===== src/hdl/fbpa_pkg.sv =====
`timescale 1ns / 1ps
// ----------------------------------------------------------------------------
// fbpa_pkg
// Shared types and constants for the fixed block pool allocator.
// ----------------------------------------------------------------------------
package fbpa_pkg;

  localparam int CMD_W       = 2;
  localparam int FIELD_ADDR_W = 32;
  localparam int STATUS_W    = 2;
  localparam int COUNT_W     = 9;
  localparam int STRIDE_W    = 16;
  localparam int CFG_INDEX_W = 2;
  localparam int CFG_DATA_W  = 32;

  // commands
  localparam logic [CMD_W-1:0] CMD_ALLOC = 2'd0;
  localparam logic [CMD_W-1:0] CMD_FREE  = 2'd1;
  localparam logic [CMD_W-1:0] CMD_INIT  = 2'd2;

  // result status
  localparam logic [STATUS_W-1:0] STATUS_OK    = 2'd0;
  localparam logic [STATUS_W-1:0] STATUS_EMPTY = 2'd1;
  localparam logic [STATUS_W-1:0] STATUS_FULL  = 2'd2;

  // configuration register indexes
  localparam logic [CFG_INDEX_W-1:0] REG_BASE_ADDR     = 2'd0;
  localparam logic [CFG_INDEX_W-1:0] REG_BLOCK_BYTES   = 2'd1;
  localparam logic [CFG_INDEX_W-1:0] REG_BLOCKS_IN_USE = 2'd2;

  localparam logic [FIELD_ADDR_W-1:0] BASE_ADDR_RST     = 32'd0;
  localparam logic [STRIDE_W-1:0]     BLOCK_BYTES_RST   = 16'd4;
  localparam logic [COUNT_W-1:0]      BLOCKS_IN_USE_RST = 9'd256;

  typedef struct packed {
    logic [FIELD_ADDR_W-1:0] base_addr;
    logic [STRIDE_W-1:0]     block_bytes;
    logic [COUNT_W-1:0]      blocks_in_use;
  } cfg_t;

endpackage


===== src/hdl/fbpa_cfg_if.sv =====
`timescale 1ns / 1ps
// ----------------------------------------------------------------------------
// fbpa_cfg_if
// Configuration write channel: register index and write data.
// ----------------------------------------------------------------------------
interface fbpa_cfg_if;
  logic                            valid;
  logic                            ready;
  logic [fbpa_pkg::CFG_INDEX_W-1:0] index;
  logic [fbpa_pkg::CFG_DATA_W-1:0]  data;

  modport source (output valid, output index, output data, input ready);
  modport sink   (input valid, input index, input data, output ready);
endinterface


===== src/hdl/fbpa_cfg_regs.sv =====
`timescale 1ns / 1ps
// ----------------------------------------------------------------------------
// fbpa_cfg_regs
// Configuration registers: base address, block stride, pool size.
// ----------------------------------------------------------------------------
module fbpa_cfg_regs (
  input  logic               clk,
  input  logic               rst,
  fbpa_cfg_if.sink           cfg,
  output fbpa_pkg::cfg_t     regs
);

  assign cfg.ready = 1'b1;

  always_ff @(posedge clk) begin
    if (rst) begin
      regs.base_addr     <= fbpa_pkg::BASE_ADDR_RST;
      regs.block_bytes   <= fbpa_pkg::BLOCK_BYTES_RST;
      regs.blocks_in_use <= fbpa_pkg::BLOCKS_IN_USE_RST;
    end else if (cfg.valid) begin
      case (cfg.index)
        fbpa_pkg::REG_BASE_ADDR: begin
          regs.base_addr <= cfg.data;
        end
        fbpa_pkg::REG_BLOCK_BYTES: begin
          regs.block_bytes <= cfg.data[fbpa_pkg::STRIDE_W-1:0];
        end
        fbpa_pkg::REG_BLOCKS_IN_USE: begin
          regs.blocks_in_use <= cfg.data[fbpa_pkg::COUNT_W-1:0];
        end
        default: begin
          // unmapped index, write dropped
        end
      endcase
    end
  end

endmodule


===== src/flat_wrapper.sv =====
// flat-port wrapper written by rule: the top's interface ports become plain ports
module fbpa_cfg_regs_flat 
  (clk, rst, regs, cfg_valid, cfg_index, cfg_data, cfg_ready);
  fbpa_cfg_if cfg_i ();
  input  logic clk;
  input  logic rst;
  output fbpa_pkg::cfg_t regs;
  input wire logic [$bits(cfg_i.valid)-1:0] cfg_valid;
  input wire logic [$bits(cfg_i.index)-1:0] cfg_index;
  input wire logic [$bits(cfg_i.data)-1:0] cfg_data;
  output wire logic [$bits(cfg_i.ready)-1:0] cfg_ready;
  assign cfg_i.valid = cfg_valid;
  assign cfg_i.index = cfg_index;
  assign cfg_i.data = cfg_data;
  assign cfg_ready = cfg_i.ready;
  fbpa_cfg_regs u_core (.clk(clk), .rst(rst), .cfg(cfg_i), .regs(regs));
endmodule

===== config.mk =====
export PLATFORM = sky130hd
export DESIGN_NAME = fbpa_cfg_regs_flat
export DESIGN_NICKNAME = d
export VERILOG_FILES = /design/src/hdl/fbpa_pkg.sv /design/src/hdl/fbpa_cfg_if.sv /design/src/hdl/fbpa_cfg_regs.sv /design/src/flat_wrapper.sv
export SDC_FILE = /design/constraint.sdc
export NUM_CORES = 1
export LEC_CHECK = 0
export ABC_AREA = 0
export BUFFER_PORTS_ARGS = -buffer_cell sky130_fd_sc_hd__buf_2
export CAP_MARGIN = 0
export CORE_MARGIN = 1
export CORE_UTILIZATION = 52
export CTS_CLUSTER_DIAMETER = 200
export DETAILED_ROUTE_END_ITERATION = 8
export GPL_ROUTABILITY_DRIVEN = 0
export GPL_TIMING_DRIVEN = 0
export PLACE_DENSITY_LB_ADDON = 0.25
export SETUP_SLACK_MARGIN = 0.1
export SLEW_MARGIN = 20
export SYNTH_ARGS = -nofsm -noshare
export SYNTH_HDL_FRONTEND = slang
export SYNTH_SLANG_ARGS = --single-unit

===== constraint.sdc =====
create_clock -name clk -period 2.49 [get_ports clk]
set_input_delay 0.3735 -clock clk [delete_from_list [all_inputs] [get_ports clk]]
set_output_delay 0.3735 -clock clk [all_outputs]
set_load 0.1 [all_outputs]

**After elaboration in Yosys (flattened, before gate mapping)**

Cells that the tools add are included.
Widths: inputs -> output; s select.

- Equal/unequal tests: 2
- Reductions and logical operators: 4

Operators with widths:

| kind | number |
|---|---|
| $reduce_and 2->1 | 3 |
| $eq 2x1->1 const B | 1 |
| $eq 2x2->1 const B | 1 |
| $logic_not 2->1 | 1 |

- Register bits after elaboration: 57
- Input bits: 37
- Output and inout port bits: 58

**Depth between registers and ports, before layout**

- Depth after elaboration: 2
- Depth in mapped cells: 4
- Mapped depth without buffers: 2

**Least setup slack after synthesis**

OpenSTA, ideal clock, no wires.

- Path kind: flip-flop to output port
- Start: register, netlist name u_core.regs[0]
- End: output regs[0] (netlist name)
- Arrival: 0.925 ns
- Path slack: 1.191 ns
- Cell stages (with the launch flop): 1
- Cells stage by stage: dfxtp_1

RTL lines:

| element | RTL line | source |
|---|---|---|
| end: declaration | flat_wrapper.sv:7 | `output fbpa_pkg::cfg_t regs;` |

No word-level cell between the ends.

**Final worst setup path**

- Start: register, netlist name u_core.regs[28]
- End: output regs[28] (netlist name)

No word-level cell between the ends.

==> key figures <==
Synth
  – Area leader, netlist: dfxtp_1
  – Yosys warns: 0
  – Seq/Total Area, Yosys: 0.467
  – Post-synthesis net count: about 260
  – Syn Inst Count: around 230
  – Syn_area_per_cell: 10.8 µm²
  – Syn Std Cell Area: roughly 2400 µm²
  – Yosys reg bits: between 50 and 60
  – Yosys top cell area share: 0.467
  – Distinct cells, synth: 13
  – Synth area leaders: dfxtp_1, mux2i_1, nand2b_1, buf_8, clkbuf_1

Global route
  – Met2 GRT Util: 0.351
  – Initial antenna violation count: 0
  – All-Layer GR Usage: 0.229
  – Global-route wire length before repair: 8.65 mm
  – M1 GR Usage: 0.298
  – GR peak layer: met2
  – Pin count of the biggest net entering global routing: 11
  – Vias in the first global route: ~1800
  – Routing usage on met3: 0.0606
  – GRT overflow: 0

Cells and area
  – Multi-input combinational cell area: between 1000 and 1500 µm²
  – Final instance area: 3180 µm²
  – Max reg flops: 57
  – Util after Layout: 0.716
  – Biggest regs: u_core.regs (57)
  – Biggest register: u_core.regs
  – Fillers: 355
  – Post-Layout Cell Count: 386
  – Area Overhead vs Synth: 30.3%
  – Layout cell share with drive strength beyond 1: 0.350
  – Most frequent cells in the layout: buf_2, nand2b_1, mux2i_1, dfxtp_1, clkbuf_8
  – FF/Latch Area: 1140 µm²
  – Commonest non-fill, non-tap cell in the layout: buf_2
  – # diodes: 0
  – Final nets: 367

Clock network
  – Clock latency on the worst-skew pair: between 0.3 and 0.4 ns
  – Hold-fix buffers at CTS: 0
  – TritonCTS clock tree: done
  – Clock sinks: 57
  – Maximum clock insertion buffer count: 2
  – TritonCTS Buffers: 9
  – Setup Fix Bufs, Post-CTS: 0
  – CTS Root Cell: clkbuf_8
  – CTS resizes: 0
  – CTS H-tree depth: 3
  – Clock Pin Slew Worst Setup and Hold Paths: approximately 0.06 ns

STA
  – Post-route setup TNS: 0 ns
  – Setup violators final: 0
  – Hold_ws: roughly 0.30 ns
  – Peak Freq: between 600 and 700 MHz
  – Final worst-path cycle share: 0.599
  – RSZ-0062 raised after global routing: false
  – Fin. Hold Viols: 0
  – Worst Skew: 0 ns
  – Max Slew Vio Count: 0
  – Min cycle time layout: ~1.5 ns

Min path
  – Worst hold start: cfg_data[28]
  – HP Class: primary input to register

Setup path
  – Worst Setup Path Type: register to output pin
  – Crit path launch: u_core.regs[28]
  – CP Data Arrival Time: 1.12 ns
  – Data required, critical path: about 2.1 ns
  – Crit-path cells: buf_2
  – R2R Path Start: u_core.regs[1]
  – Startpoint types: register
  – Crit path max-delay family: buffers and inverters
  – Peak per-stage delay on the critical path: about 0.43 ns
  – Slowest-stage cell, CP: buf_2
  – Worst path bufs/invs: 1
  – CP Max Fanout: 2
  – CP Capture Type: output pin

Detailed routing
  – Final wirelength: roughly 5.2 mm
  – First DRT Iteration DRCs: 80
  – Wire per inst: about 14 µm
  – Vias: between 1500 and 2000
  – Vias per cell: 4.80
  – Iteration count of the initial detailed-routing pass: 6
  – Drt drc: 12
  – Antenna Violating Nets Remaining: 0

Die
  – Die Ht: slightly above 70 µm
  – Cell Rows: 24
  – Starting density of the core: 0.549
  – Top-Level Pins: 95
  – Core area: about 4400 µm²
  – Chip width: around 70 µm
  – Die area: about 5000 µm²

Placed design
  – Cell Count Post-Placement: about 370
  – IO Port Bufs: 92
  – Placed Instance Area: 2970 µm²
  – Detail Placement HPWL: roughly 3.7 mm

Run
  – Max-cap violations: 0

Status
  – Run status: complete, but fails checks
  – Failing checks: DRC

Power and ir drop
  – Peak supply drop: roughly 0.00057 V
  – Power Density: 725 nW/µm²
  – Leak: 1.56 nW
-- area by class of cell --
type	count	area share
tap	52	0.0205
multi-input combinational	152	0.365
clock inverter	2	0.0110
timing repair buffer	92	0.145
clock buffer	13	0.0563
sequential	57	0.359
buffer	18	0.0437
-- report_power, final --
group | leakage, nW | internal (mW) | switching [mW] | total [mW]
logic | 0.989 | 0.110 | 0.326 | 0.436
registers | 0.463 | 0.945 | 0.0152 | 0.960
clock network | 0.112 | 0.564 | 0.347 | 0.911
total | 1.56 | 1.62 | 0.688 | 2.31
-- logic make-up after synthesis --
kind of cell,after synthesis,share of synthesized area
buffers and inverters,18,0.0569
flip-flops,57,0.467
multiplexers,57,0.234
other,1,0.00154
AND/OR/NAND/NOR,94,0.240
-- per-stage QoR --
stage	total power [mW]	worst slack [ns]
6_report	2.31	1.00
5_1_grt	2.39	0.961
4_1_cts	2.33	0.996
3_5_place_dp	1.42	1.17
3_3_place_gp	1.41	1.18
2_1_floorplan	1.33	1.19
-- cell usage after synthesis --
library cell,instances
buf_12,1
buf_2,2
buf_4,1
buf_6,2
buf_8,3
clkbuf_1,9
conb_1,1
dfxtp_1,57
mux2i_1,57
nand2b_1,87
nand3b_1,2
nor2_1,4
nor3b_2,1
-- metal layers --
| metal | share of wire | routed length (µm) |
|---|---|---|
| met1 | 0.46 | 2430 |
| met2 | 0.46 | 2390 |
| met3 | 0.057 | 298 |
| met4 | 0.020 | 105 |
| met5 | 0 | 0 |
-- worst paths after layout --
path / end / cells after the start / slack, ns
worst max-delay path: regs[28] / 1 / 1.0
worst min-delay path: u_core.regs[53] / 3 / 0.30
worst max register to register: u_core.regs[1] / 2 / 1.84
worst min register to register: u_core.regs[33] / 2 / 0.47
Note: power is estimated with default switching activity, not from simulation.
