`config.mk`:
```
export PLATFORM = sky130hd
export DESIGN_NAME = fbpa_ctrl_flat
export DESIGN_NICKNAME = d
export VERILOG_FILES = /design/src/hdl/fbpa_pkg.sv /design/src/hdl/fbpa_req_if.sv /design/src/hdl/fbpa_rsp_if.sv /design/src/hdl/fbpa_ctrl.sv /design/src/flat_wrapper.sv
export SDC_FILE = /design/constraint.sdc
export NUM_CORES = 1
export LEC_CHECK = 0
export CORE_AREA = 3 3 179 111
export CTS_CLUSTER_SIZE = 30
export DETAILED_ROUTE_END_ITERATION = 8
export DIE_AREA = 0 0 182 114
export DONT_BUFFER_PORTS = 1
export HOLD_SLACK_MARGIN = 0.03
export PLACE_DENSITY = 0.57
export SETUP_SLACK_MARGIN = 0.15
export SYNTH_ARGS = -nofsm -noshare
export SYNTH_HDL_FRONTEND = slang
export SYNTH_SLANG_ARGS = --single-unit
```
`constraint.sdc`:
```
create_clock -name clk -period 11.25 [get_ports clk]
set_input_delay 1.125 -clock clk [delete_from_list [all_inputs] [get_ports clk]]
set_output_delay 1.125 -clock clk [all_outputs]
set_load 0.01 [all_outputs]
```
`src/hdl/fbpa_pkg.sv`:
```
`timescale 1ns / 1ps
// ----------------------------------------------------------------------------
// fbpa_pkg
// Shared types and constants for the fixed block pool allocator.
// ----------------------------------------------------------------------------
package fbpa_pkg;

  localparam int CMD_W       = 2;
  localparam int FIELD_ADDR_W = 32;
  localparam int STATUS_W    = 2;
  localparam int COUNT_W     = 9;
  localparam int STRIDE_W    = 16;
  localparam int CFG_INDEX_W = 2;
  localparam int CFG_DATA_W  = 32;

  // commands
  localparam logic [CMD_W-1:0] CMD_ALLOC = 2'd0;
  localparam logic [CMD_W-1:0] CMD_FREE  = 2'd1;
  localparam logic [CMD_W-1:0] CMD_INIT  = 2'd2;

  // result status
  localparam logic [STATUS_W-1:0] STATUS_OK    = 2'd0;
  localparam logic [STATUS_W-1:0] STATUS_EMPTY = 2'd1;
  localparam logic [STATUS_W-1:0] STATUS_FULL  = 2'd2;

  // configuration register indexes
  localparam logic [CFG_INDEX_W-1:0] REG_BASE_ADDR     = 2'd0;
  localparam logic [CFG_INDEX_W-1:0] REG_BLOCK_BYTES   = 2'd1;
  localparam logic [CFG_INDEX_W-1:0] REG_BLOCKS_IN_USE = 2'd2;

  localparam logic [FIELD_ADDR_W-1:0] BASE_ADDR_RST     = 32'd0;
  localparam logic [STRIDE_W-1:0]     BLOCK_BYTES_RST   = 16'd4;
  localparam logic [COUNT_W-1:0]      BLOCKS_IN_USE_RST = 9'd256;

  typedef struct packed {
    logic [FIELD_ADDR_W-1:0] base_addr;
    logic [STRIDE_W-1:0]     block_bytes;
    logic [COUNT_W-1:0]      blocks_in_use;
  } cfg_t;

endpackage

```
`src/hdl/fbpa_req_if.sv`:
```
`timescale 1ns / 1ps
// ----------------------------------------------------------------------------
// fbpa_req_if
// Command channel: cmd plus the address returned by a free.
// ----------------------------------------------------------------------------
interface fbpa_req_if;
  logic                             valid;
  logic                             ready;
  logic [fbpa_pkg::CMD_W-1:0]        cmd;
  logic [fbpa_pkg::FIELD_ADDR_W-1:0] free_addr;

  modport source (output valid, output cmd, output free_addr, input ready);
  modport sink   (input valid, input cmd, input free_addr, output ready);
endinterface

```
`src/hdl/fbpa_rsp_if.sv`:
```
`timescale 1ns / 1ps
// ----------------------------------------------------------------------------
// fbpa_rsp_if
// Result channel: allocated address, status and free block count.
// ----------------------------------------------------------------------------
interface fbpa_rsp_if;
  logic                             valid;
  logic                             ready;
  logic [fbpa_pkg::FIELD_ADDR_W-1:0] addr;
  logic [fbpa_pkg::STATUS_W-1:0]     status;
  logic [fbpa_pkg::COUNT_W-1:0]      free_blocks;

  modport source (output valid, output addr, output status, output free_blocks,
                  input ready);
  modport sink   (input valid, input addr, input status, input free_blocks,
                  output ready);
endinterface

```
`src/hdl/fbpa_ctrl.sv`:
```
`timescale 1ns / 1ps
// ----------------------------------------------------------------------------
// fbpa_ctrl
// Command sequencer: ring pointers, free count, init walk, result register.
// ----------------------------------------------------------------------------
module fbpa_ctrl #(
  parameter int POOL_DEPTH = 256,
  parameter int ADDR_WIDTH = 32
) (
  input  logic                          clk,
  input  logic                          rst,
  input  fbpa_pkg::cfg_t                cfg_regs,
  fbpa_req_if.sink                      req,
  fbpa_rsp_if.source                    rsp,
  output logic                          mem_we,
  output logic [$clog2(POOL_DEPTH)-1:0] mem_waddr,
  output logic [ADDR_WIDTH-1:0]         mem_wdata,
  output logic                          mem_re,
  output logic [$clog2(POOL_DEPTH)-1:0] mem_raddr,
  input  logic [ADDR_WIDTH-1:0]         mem_rdata
);

  localparam int PTR_W = $clog2(POOL_DEPTH);
  // compare width: holds the pool depth and the configured block count
  localparam int CW = (PTR_W + 1 > fbpa_pkg::COUNT_W) ? PTR_W + 1 : fbpa_pkg::COUNT_W;

  localparam logic [1:0] S_IDLE = 2'd0;
  localparam logic [1:0] S_READ = 2'd1;
  localparam logic [1:0] S_INIT = 2'd2;

  localparam logic [fbpa_pkg::FIELD_ADDR_W-1:0] NO_ADDR = '0;

  logic [1:0]                        state;
  logic [PTR_W-1:0]                  take_ptr;
  logic [PTR_W-1:0]                  put_ptr;
  logic [fbpa_pkg::COUNT_W-1:0]      free_total;
  logic [PTR_W-1:0]                  init_idx;
  logic [ADDR_WIDTH-1:0]             init_addr;
  logic                              out_valid;
  logic [fbpa_pkg::FIELD_ADDR_W-1:0] out_addr;
  logic [fbpa_pkg::STATUS_W-1:0]     out_status;
  logic [fbpa_pkg::COUNT_W-1:0]      out_blocks;

  logic [CW-1:0] ring_n;
  logic          accept;
  logic          has_free;
  logic          ring_full;
  logic          init_last;

  function automatic logic [PTR_W-1:0] step_ptr(input logic [PTR_W-1:0] p,
                                                input logic [CW-1:0]    n);
    logic [CW-1:0] q;
    q = CW'(p) + CW'(1);
    if (q >= n || q >= CW'(POOL_DEPTH)) begin
      step_ptr = '0;
    end else begin
      step_ptr = q[PTR_W-1:0];
    end
  endfunction

  assign ring_n = (CW'(cfg_regs.blocks_in_use) > CW'(POOL_DEPTH)) ?
                  CW'(POOL_DEPTH) : CW'(cfg_regs.blocks_in_use);

  assign req.ready = (state == S_IDLE) && (!out_valid || rsp.ready);
  assign accept    = req.valid && req.ready;
  assign has_free  = (free_total != '0);
  assign ring_full = (CW'(free_total) >= ring_n);
  assign init_last = ((CW'(init_idx) + CW'(1)) >= ring_n);

  // Ring accesses never overlap: the alloc read completes before the next
  // command is taken, and the init walk runs with the command channel closed.
  assign mem_re    = accept && (req.cmd == fbpa_pkg::CMD_ALLOC) && has_free;
  assign mem_raddr = take_ptr;
  assign mem_we    = (state == S_INIT) ||
                     (accept && (req.cmd == fbpa_pkg::CMD_FREE) && !ring_full);
  assign mem_waddr = (state == S_INIT) ? init_idx : put_ptr;
  assign mem_wdata = (state == S_INIT) ? init_addr : ADDR_WIDTH'(req.free_addr);

  assign rsp.valid       = out_valid;
  assign rsp.addr        = out_addr;
  assign rsp.status      = out_status;
  assign rsp.free_blocks = out_blocks;

  always_ff @(posedge clk) begin
    if (rst) begin
      state      <= S_IDLE;
      take_ptr   <= '0;
      put_ptr    <= '0;
      free_total <= '0;
      out_valid  <= 1'b0;
    end else begin
      if (out_valid && rsp.ready) begin
        out_valid <= 1'b0;
      end
      case (state)
        S_IDLE: begin
          if (accept) begin
            case (req.cmd)
              fbpa_pkg::CMD_ALLOC: begin
                if (has_free) begin
                  take_ptr   <= step_ptr(take_ptr, ring_n);
                  free_total <= free_total - 1'b1;
                  out_blocks <= free_total - 1'b1;
                  state      <= S_READ;
                end else begin
                  out_valid  <= 1'b1;
                  out_addr   <= NO_ADDR;
                  out_status <= fbpa_pkg::STATUS_EMPTY;
                  out_blocks <= free_total;
                end
              end
              fbpa_pkg::CMD_FREE: begin
                out_valid <= 1'b1;
                out_addr  <= NO_ADDR;
                if (ring_full) begin
                  out_status <= fbpa_pkg::STATUS_FULL;
                  out_blocks <= free_total;
                end else begin
                  put_ptr    <= step_ptr(put_ptr, ring_n);
                  free_total <= free_total + 1'b1;
                  out_status <= fbpa_pkg::STATUS_OK;
                  out_blocks <= free_total + 1'b1;
                end
              end
              fbpa_pkg::CMD_INIT: begin
                if (ring_n == '0) begin
                  // empty pool: nothing to write
                  take_ptr   <= '0;
                  put_ptr    <= '0;
                  free_total <= '0;
                  out_valid  <= 1'b1;
                  out_addr   <= NO_ADDR;
                  out_status <= fbpa_pkg::STATUS_OK;
                  out_blocks <= '0;
                end else begin
                  init_idx  <= '0;
                  init_addr <= ADDR_WIDTH'(cfg_regs.base_addr);
                  state     <= S_INIT;
                end
              end
              default: begin
                // no operation
                out_valid  <= 1'b1;
                out_addr   <= NO_ADDR;
                out_status <= fbpa_pkg::STATUS_OK;
                out_blocks <= free_total;
              end
            endcase
          end
        end
        S_READ: begin
          out_valid  <= 1'b1;
          out_addr   <= fbpa_pkg::FIELD_ADDR_W'(mem_rdata);
          out_status <= fbpa_pkg::STATUS_OK;
          state      <= S_IDLE;
        end
        S_INIT: begin
          // one block address per cycle, stride added as we go
          init_idx  <= init_idx + 1'b1;
          init_addr <= init_addr + ADDR_WIDTH'(cfg_regs.block_bytes);
          if (init_last) begin
            take_ptr   <= '0;
            put_ptr    <= '0;
            free_total <= fbpa_pkg::COUNT_W'(ring_n);
            out_valid  <= 1'b1;
            out_addr   <= NO_ADDR;
            out_status <= fbpa_pkg::STATUS_OK;
            out_blocks <= fbpa_pkg::COUNT_W'(ring_n);
            state      <= S_IDLE;
          end
        end
        default: begin
          state <= S_IDLE;
        end
      endcase
    end
  end

endmodule

```
`src/flat_wrapper.sv`:
```
// flat-port wrapper written by rule: the top's interface ports become plain ports
module fbpa_ctrl_flat 
#(
  parameter int POOL_DEPTH = 256,
  parameter int ADDR_WIDTH = 32
)
  (clk, rst, cfg_regs, mem_we, mem_waddr, mem_wdata, mem_re, mem_raddr, mem_rdata, req_valid, req_cmd, req_free_addr, req_ready, rsp_valid, rsp_addr, rsp_status, rsp_free_blocks, rsp_ready);
  fbpa_req_if req_i ();
  fbpa_rsp_if rsp_i ();
  input  logic clk;
  input  logic rst;
  input  fbpa_pkg::cfg_t cfg_regs;
  output logic mem_we;
  output logic [$clog2(POOL_DEPTH)-1:0] mem_waddr;
  output logic [ADDR_WIDTH-1:0] mem_wdata;
  output logic mem_re;
  output logic [$clog2(POOL_DEPTH)-1:0] mem_raddr;
  input  logic [ADDR_WIDTH-1:0] mem_rdata;
  input wire logic [$bits(req_i.valid)-1:0] req_valid;
  input wire logic [$bits(req_i.cmd)-1:0] req_cmd;
  input wire logic [$bits(req_i.free_addr)-1:0] req_free_addr;
  output wire logic [$bits(req_i.ready)-1:0] req_ready;
  output wire logic [$bits(rsp_i.valid)-1:0] rsp_valid;
  output wire logic [$bits(rsp_i.addr)-1:0] rsp_addr;
  output wire logic [$bits(rsp_i.status)-1:0] rsp_status;
  output wire logic [$bits(rsp_i.free_blocks)-1:0] rsp_free_blocks;
  input wire logic [$bits(rsp_i.ready)-1:0] rsp_ready;
  assign req_i.valid = req_valid;
  assign req_i.cmd = req_cmd;
  assign req_i.free_addr = req_free_addr;
  assign req_ready = req_i.ready;
  assign rsp_valid = rsp_i.valid;
  assign rsp_addr = rsp_i.addr;
  assign rsp_status = rsp_i.status;
  assign rsp_free_blocks = rsp_i.free_blocks;
  assign rsp_i.ready = rsp_ready;
  fbpa_ctrl #(.POOL_DEPTH(POOL_DEPTH), .ADDR_WIDTH(ADDR_WIDTH)) u_core (.clk(clk), .rst(rst), .cfg_regs(cfg_regs), .req(req_i), .rsp(rsp_i), .mem_we(mem_we), .mem_waddr(mem_waddr), .mem_wdata(mem_wdata), .mem_re(mem_re), .mem_raddr(mem_raddr), .mem_rdata(mem_rdata));
endmodule
```
**Word level (Yosys, flattened, before mapping)**

Index checks and enable logic that the tools add are counted.

- Register bits after elaboration: 111
- Bits of input ports: 127
- Output and inout port bits: 95
- Word-level logic and storage cells: 125

- $add $sub $neg: 7
- Magnitude comparators: 7
- Equality and inequality tests: 16
- Mux-type cells: 58
- Bitwise gates (word level): 1
- Reductions and logical operators: 26

Operators with widths:

| cell | count |
|---|---|
| $mux 32 | 8 |
| $pmux 32 s2 | 2 |
| $mux 8 | 12 |
| $pmux 32 s3 | 1 |
| $pmux 8 s2 | 5 |
| $mux 9 | 7 |
| $pmux 9 s3 | 2 |
| $ge 9x9->1 | 4 |
| $pmux 9 s2 | 2 |
| $add 32x16->32 | 1 |
| $add 8x1->9 const B | 3 |
| $reduce_and 5->1 | 4 |
| $ge 9x9->1 const B | 2 |
| $ne 3x3->1 const B | 6 |
| $reduce_and 6->1 | 3 |
| $mux 2 | 8 |
| $pmux 2 s3 | 2 |
| $add 9x1->9 const B | 1 |
| $gt 9x9->1 const B | 1 |
| $logic_not 9->1 | 1 |
| $reduce_bool 9->1 | 1 |
| $sub 9x1->9 const B | 1 |
| $add 8x1->8 const B | 1 |
| $pmux 2 s2 | 2 |
| other kinds (16) | 35 |

**Longest topological paths before layout**

- Depth after elaboration: 9
- Depth in mapped cells: 12
- Gate-level depth less buffers: 12

**Least setup slack after synthesis**

No wires, ideal clock.

- Kind: input to register
- Start: input cfg_regs[8] (netlist bit)
- End: register u_core.out_addr (netlist bit u_core.rsp.addr[0]), enable pin
- Setup time: 0.609 ns
- Arrival time: 7.685 ns
- Required time: 10.641 ns
- Slack: 2.956 ns
- Stages: 8
- Path through: clkinv_1 -> nand2_1 -> ha_1 -> nand2_1 -> nor3_1 -> a211o_1 -> nand2_1 -> a2111oi_0

- Word-level cells in the longest chain between the ends: 5
- Elaborated cells between the ends (all ways): 7
- Those cells by class: order compare (2); eq/ne (2); mux (1); reduce/logical (2)

Ends and longest elaborated chain:

| what | RTL line | source |
|---|---|---|
| start: declaration | flat_wrapper.sv:12 | `input fbpa_pkg::cfg_t cfg_regs;` |
| $gt 9x9->1 | fbpa_ctrl.sv:61 | `assign ring_n = (CW'(cfg_regs.blocks_in_use) > CW'(POOL_DEPTH)) ?` |
| $mux 9 * | fbpa_ctrl.sv:61 |  |
| $ge 9x9->1 / $logic_not 9->1 (equally long branches) | fbpa_ctrl.sv:68, fbpa_ctrl.sv:126 |  |
| $ne 2x1->1 (no source line) / $ne 3x3->1 (equally long branches) | - |  |
| $reduce_and 6->1 (no source line) * | - |  |
| end signal: assignment | fbpa_ctrl.sv:153 | `out_addr <= fbpa_pkg::FIELD_ADDR_W'(mem_rdata);` |
| end: declaration | fbpa_ctrl.sv:40 | `logic [fbpa_pkg::FIELD_ADDR_W-1:0] out_addr;` |

Every way passes the cells marked *; elsewhere a longest branch is shown, timed or not.
A chain may end at the register's enable or synchronous reset.

**Worst setup path in the final report**

- Start: input cfg_regs[8] (netlist bit)
- End: output mem_we

- Word-level cells in the longest chain between the ends: 6

Ends and longest elaborated chain:

| what | RTL line | source |
|---|---|---|
| $gt 9x9->1 | fbpa_ctrl.sv:61 |  |
| $mux 9 * | fbpa_ctrl.sv:61 |  |
| $ge 9x9->1 * | fbpa_ctrl.sv:67 | `assign ring_full = (CW'(free_total) >= ring_n);` |
| $logic_not 1->1 * | fbpa_ctrl.sv:75 | `(accept && (req.cmd == fbpa_pkg::CMD_FREE) && !ring_full);` |
| $logic_and 1x1->1 * | fbpa_ctrl.sv:75 |  |
| $logic_or 1x1->1 * | fbpa_ctrl.sv:74 | `assign mem_we = (state == S_INIT) \|\|` |
| end: declaration | flat_wrapper.sv:13 | `output logic mem_we;` |

Marks and branches as above.

==> metrics.md <==
| Metric | Value |
|---|---|
| Number of hold buffers added after cts | 0 |
| Data required, critical path | 10,130 ps |
| Power per Cell Area | 180 mW/mm2 |
| H-Tree Level Count | 3 |
| PortBufs | 0 |
| Clock edge transition at the registers on the reported setup and hold paths | 90 ps |
| Summed area of non-filler cells in the final layout | 0.00878 mm2 |
| Number of I/O pins | 222 |
| Starting Density | 45.5% |
| Detailed-route wire length | 24.5 mm |
| Cell count after placement | 1,083 |
| CP Data Arrival Time | 3220 ps |
| Routed WL per cell | 22.3 um |
| Die height | 114 um |
| Routing usage on met1 | 33.7% |
| Most common flop cell mapped by yosys | edfxtp_1 |
| Worst-case setup slack after placement | 6900 ps |
| Floorplan Core Area | 0.0182 mm2 |
| CTS root buf | clkbuf_16 |
| Gate count after technology mapping | 878 |
| Total number of vias | 6,911 |
| Setup violations, final | 0 |
| Nets | 1,047 |
| Aggregate global routing overflow | 0 |
| Width of the die | 182 um |
| Count of buffers added by post-CTS timing repair for setup | 0 |
| CTS tree | built |
| LEAKAGE | 3.28 nW |
| Crit path time final | 4340 ps |
| Initial DRC Count | 666 |
| Sinks on the clock net | 111 |
| Pin count of the biggest net entering global routing | 83 |
| Final estimated routing congestion in global placement | 0.962 |
| Part of the Yosys area used for sequential elements | 37.0% |
| Unique cell type count in the Yosys netlist | 78 |
| Start point of the critical path | cfg_regs[8] |
| Cell Count, Final, Fillers Out | 1,099 |
| Met2 global-route usage | 33.8% |
| Worst-case clock skew | 18.9 ps |
| Cts repair resizes | 0 |
| Wire length of the first global-routing pass | 37.9 mm |
| Detailed placer's ending HPWL | 18.8 mm |
| # Max-Cap Violations | 0 |
| IR Drop Worst-Case VDD | 0.0938 mV |
| Startpoint type of the worst setup path | input port |
| Area growth syn-to-layout | 6.24% |
| Share of cells above drive strength 1 | 10.8% |
| Status | completed |
| Number of synthesized flops with an enable pin | 83 |
| Slew of the pin with the lowest slew margin | 1090 ps |
| Number of global-route vias before repair | 6,654 |
| Count of warnings emitted by yosys | 0 |
| Post-route worst setup slack | 6910 ps |
| Router iterations before antenna repair | 8 |
| FF-to-FF Start | u_core.init_idx[0]$_SDFFCE_PN0P_ |
| Relative slew slack | 27.5% |
| Max-slew violation total from the final report | 0 |
| Total placed instance area | 0.00847 mm2 |
| Initial antenna violation count | 0 |
| Period utilisation layout | 38.6% |
| Die area | 0.0207 mm2 |
| Worst-skew pair later-pin latency | 370 ps |
| Crit path kind | input port to primary output |
| Net Count, Synth | 1,071 |
| FF+latch count, synth | 111 |
| Hold crit path type | register to register |
| Row cnt | 38 |
| Mean post-synth cell area | 9.41 um2 |
| Worst hold path startpoint | u_core.put_ptr[7]$_SDFFE_PP0P_ |
| Overall fraction of global-route tracks in use | 22.9% |
| Top achievable clock speed | 230 MHz |
| GR peak layer | met2 |
| Peak fanout along the critical path | 10 |
| Worst slack on hold paths | 525 ps |
| Detailed-route vias per instance | 6.29 |
| Diode count | 0 |
| Synthesized cell area | 0.00826 mm2 |
| DRC violations left | 0 |
| Worst setup EP type | primary output |
| Number of antenna-violating nets in the routed design | 0 |
| Final hold violation count | 0 |
| Share of synthesized registers carrying an async set or reset | 0% |
| Total CTS buffers | 9 |
| Aggregate negative setup slack | 0 ps |
| Worst reg-to-reg setup slack | 7510 ps |
| Maximum buffer depth of the clock tree | 2 |
| Met3 usage in global routing | 5.83% |
| Unrepaired setup endpoints after global routing | no |
## per-stage QoR
step	total power, mW	utilization, %
floorplan	1.08	-
global placement	1.23	46.6
detailed placement	1.24	46.6
CTS	1.58	48.3
global route	1.68	48.3
finish	1.58	48.3
## report_power, final
part	internal [mW]	total (mW)	switching, mW
logic	0.234	0.648	0.414
registers	0.528	0.593	0.0646
clock network	0.177	0.338	0.161
## cell usage in the layout, fill, tap and decap left out, types with 20 or more instances in the layout
master,n
a21oi_1,69
and2_1,47
nand2_1,63
inv_1,38
nor2_1,50
nand3_1,32
edfxtp_1,83
dfxtp_1,28
xnor2_1,20
mux2_2,52
ha_1,64
o21ai_0,43
xor2_1,20
## cells in the mapped netlist, drive strengths merged, types with 20 or more instances
master,n,share of area (%)
mux2,52,7.1
dfxtp,28,6.8
ha,65,9.8
xor2,20,2.1
o21ai,46,2.8
nor2,50,2.3
xnor2,20,2.1
inv,38,1.7
clkbuf,32,1.5
nand2,63,2.9
and2,48,3.6
a21oi,73,4.6
nand3,33,2.1
edfxtp,83,30
## cell type report
| type | count | area, um2 |
|---|---|---|
| timing repair buffer | 6 | 45.0 |
| tap | 240 | 300 |
| sequential | 111 | 3050 |
| multi-input combinational | 686 | 4920 |
| clock buffer | 10 | 229 |
| clock inverter | 6 | 76.3 |
| fill | 1720 | 9390 |
| inverter | 40 | 150 |
## per-layer routing
layer / vias up / routed length (um)
met3: 33 / 2100
met4: 0 / 365
met5: - / 0
met1: 3363 / 11500
met2: 263 / 10600
li1: 3252 / -
## critical path, cell delays in order
cell and delay, ps:
clkinv_1 200, nand2_1 320, ha_1 310, a21oi_1 150, o21ai_1 140, a41oi_4 350
nand3_1 170, o21ai_0 470
## flip-flops by register name, summed over array words and instances (netlist names)
name and cells:
u_core.init_addr 32, u_core.rsp.addr 32, u_core.free_total 9, u_core.rsp.free_blocks 9, u_core.init_idx 8, u_core.mem_raddr 8, u_core.put_ptr 8, u_core.rsp.status 2
u_core.state 2, u_core.rsp.valid 1
## path summary, 6_finish.rpt
kind                                                          end  depth (start not counted)
worst max-delay path                                       mem_we                          8
worst min register to register     u_core.put_ptr[7]$_SDFFE_PP0P_                          2
worst max register to register  u_core.rsp.addr[14]$_SDFFCE_PN0P_                         11
worst min-delay path               u_core.put_ptr[7]$_SDFFE_PP0P_                          2
## kinds of logic after synthesis
family                     Yosys count  share of synthesized area [%]
xor gates and xnor gates            40                           4.24
buffers and inverters               81                           3.82
and+or+nand+nor                    289                           18.3
muxes                               54                           7.38
adders and majority gates           66                           10.1
AOI/OAI and AO/OA                  237                           19.2
DFF                                111                           37.0
No activity file was read; power rests on OpenSTA's default activity.
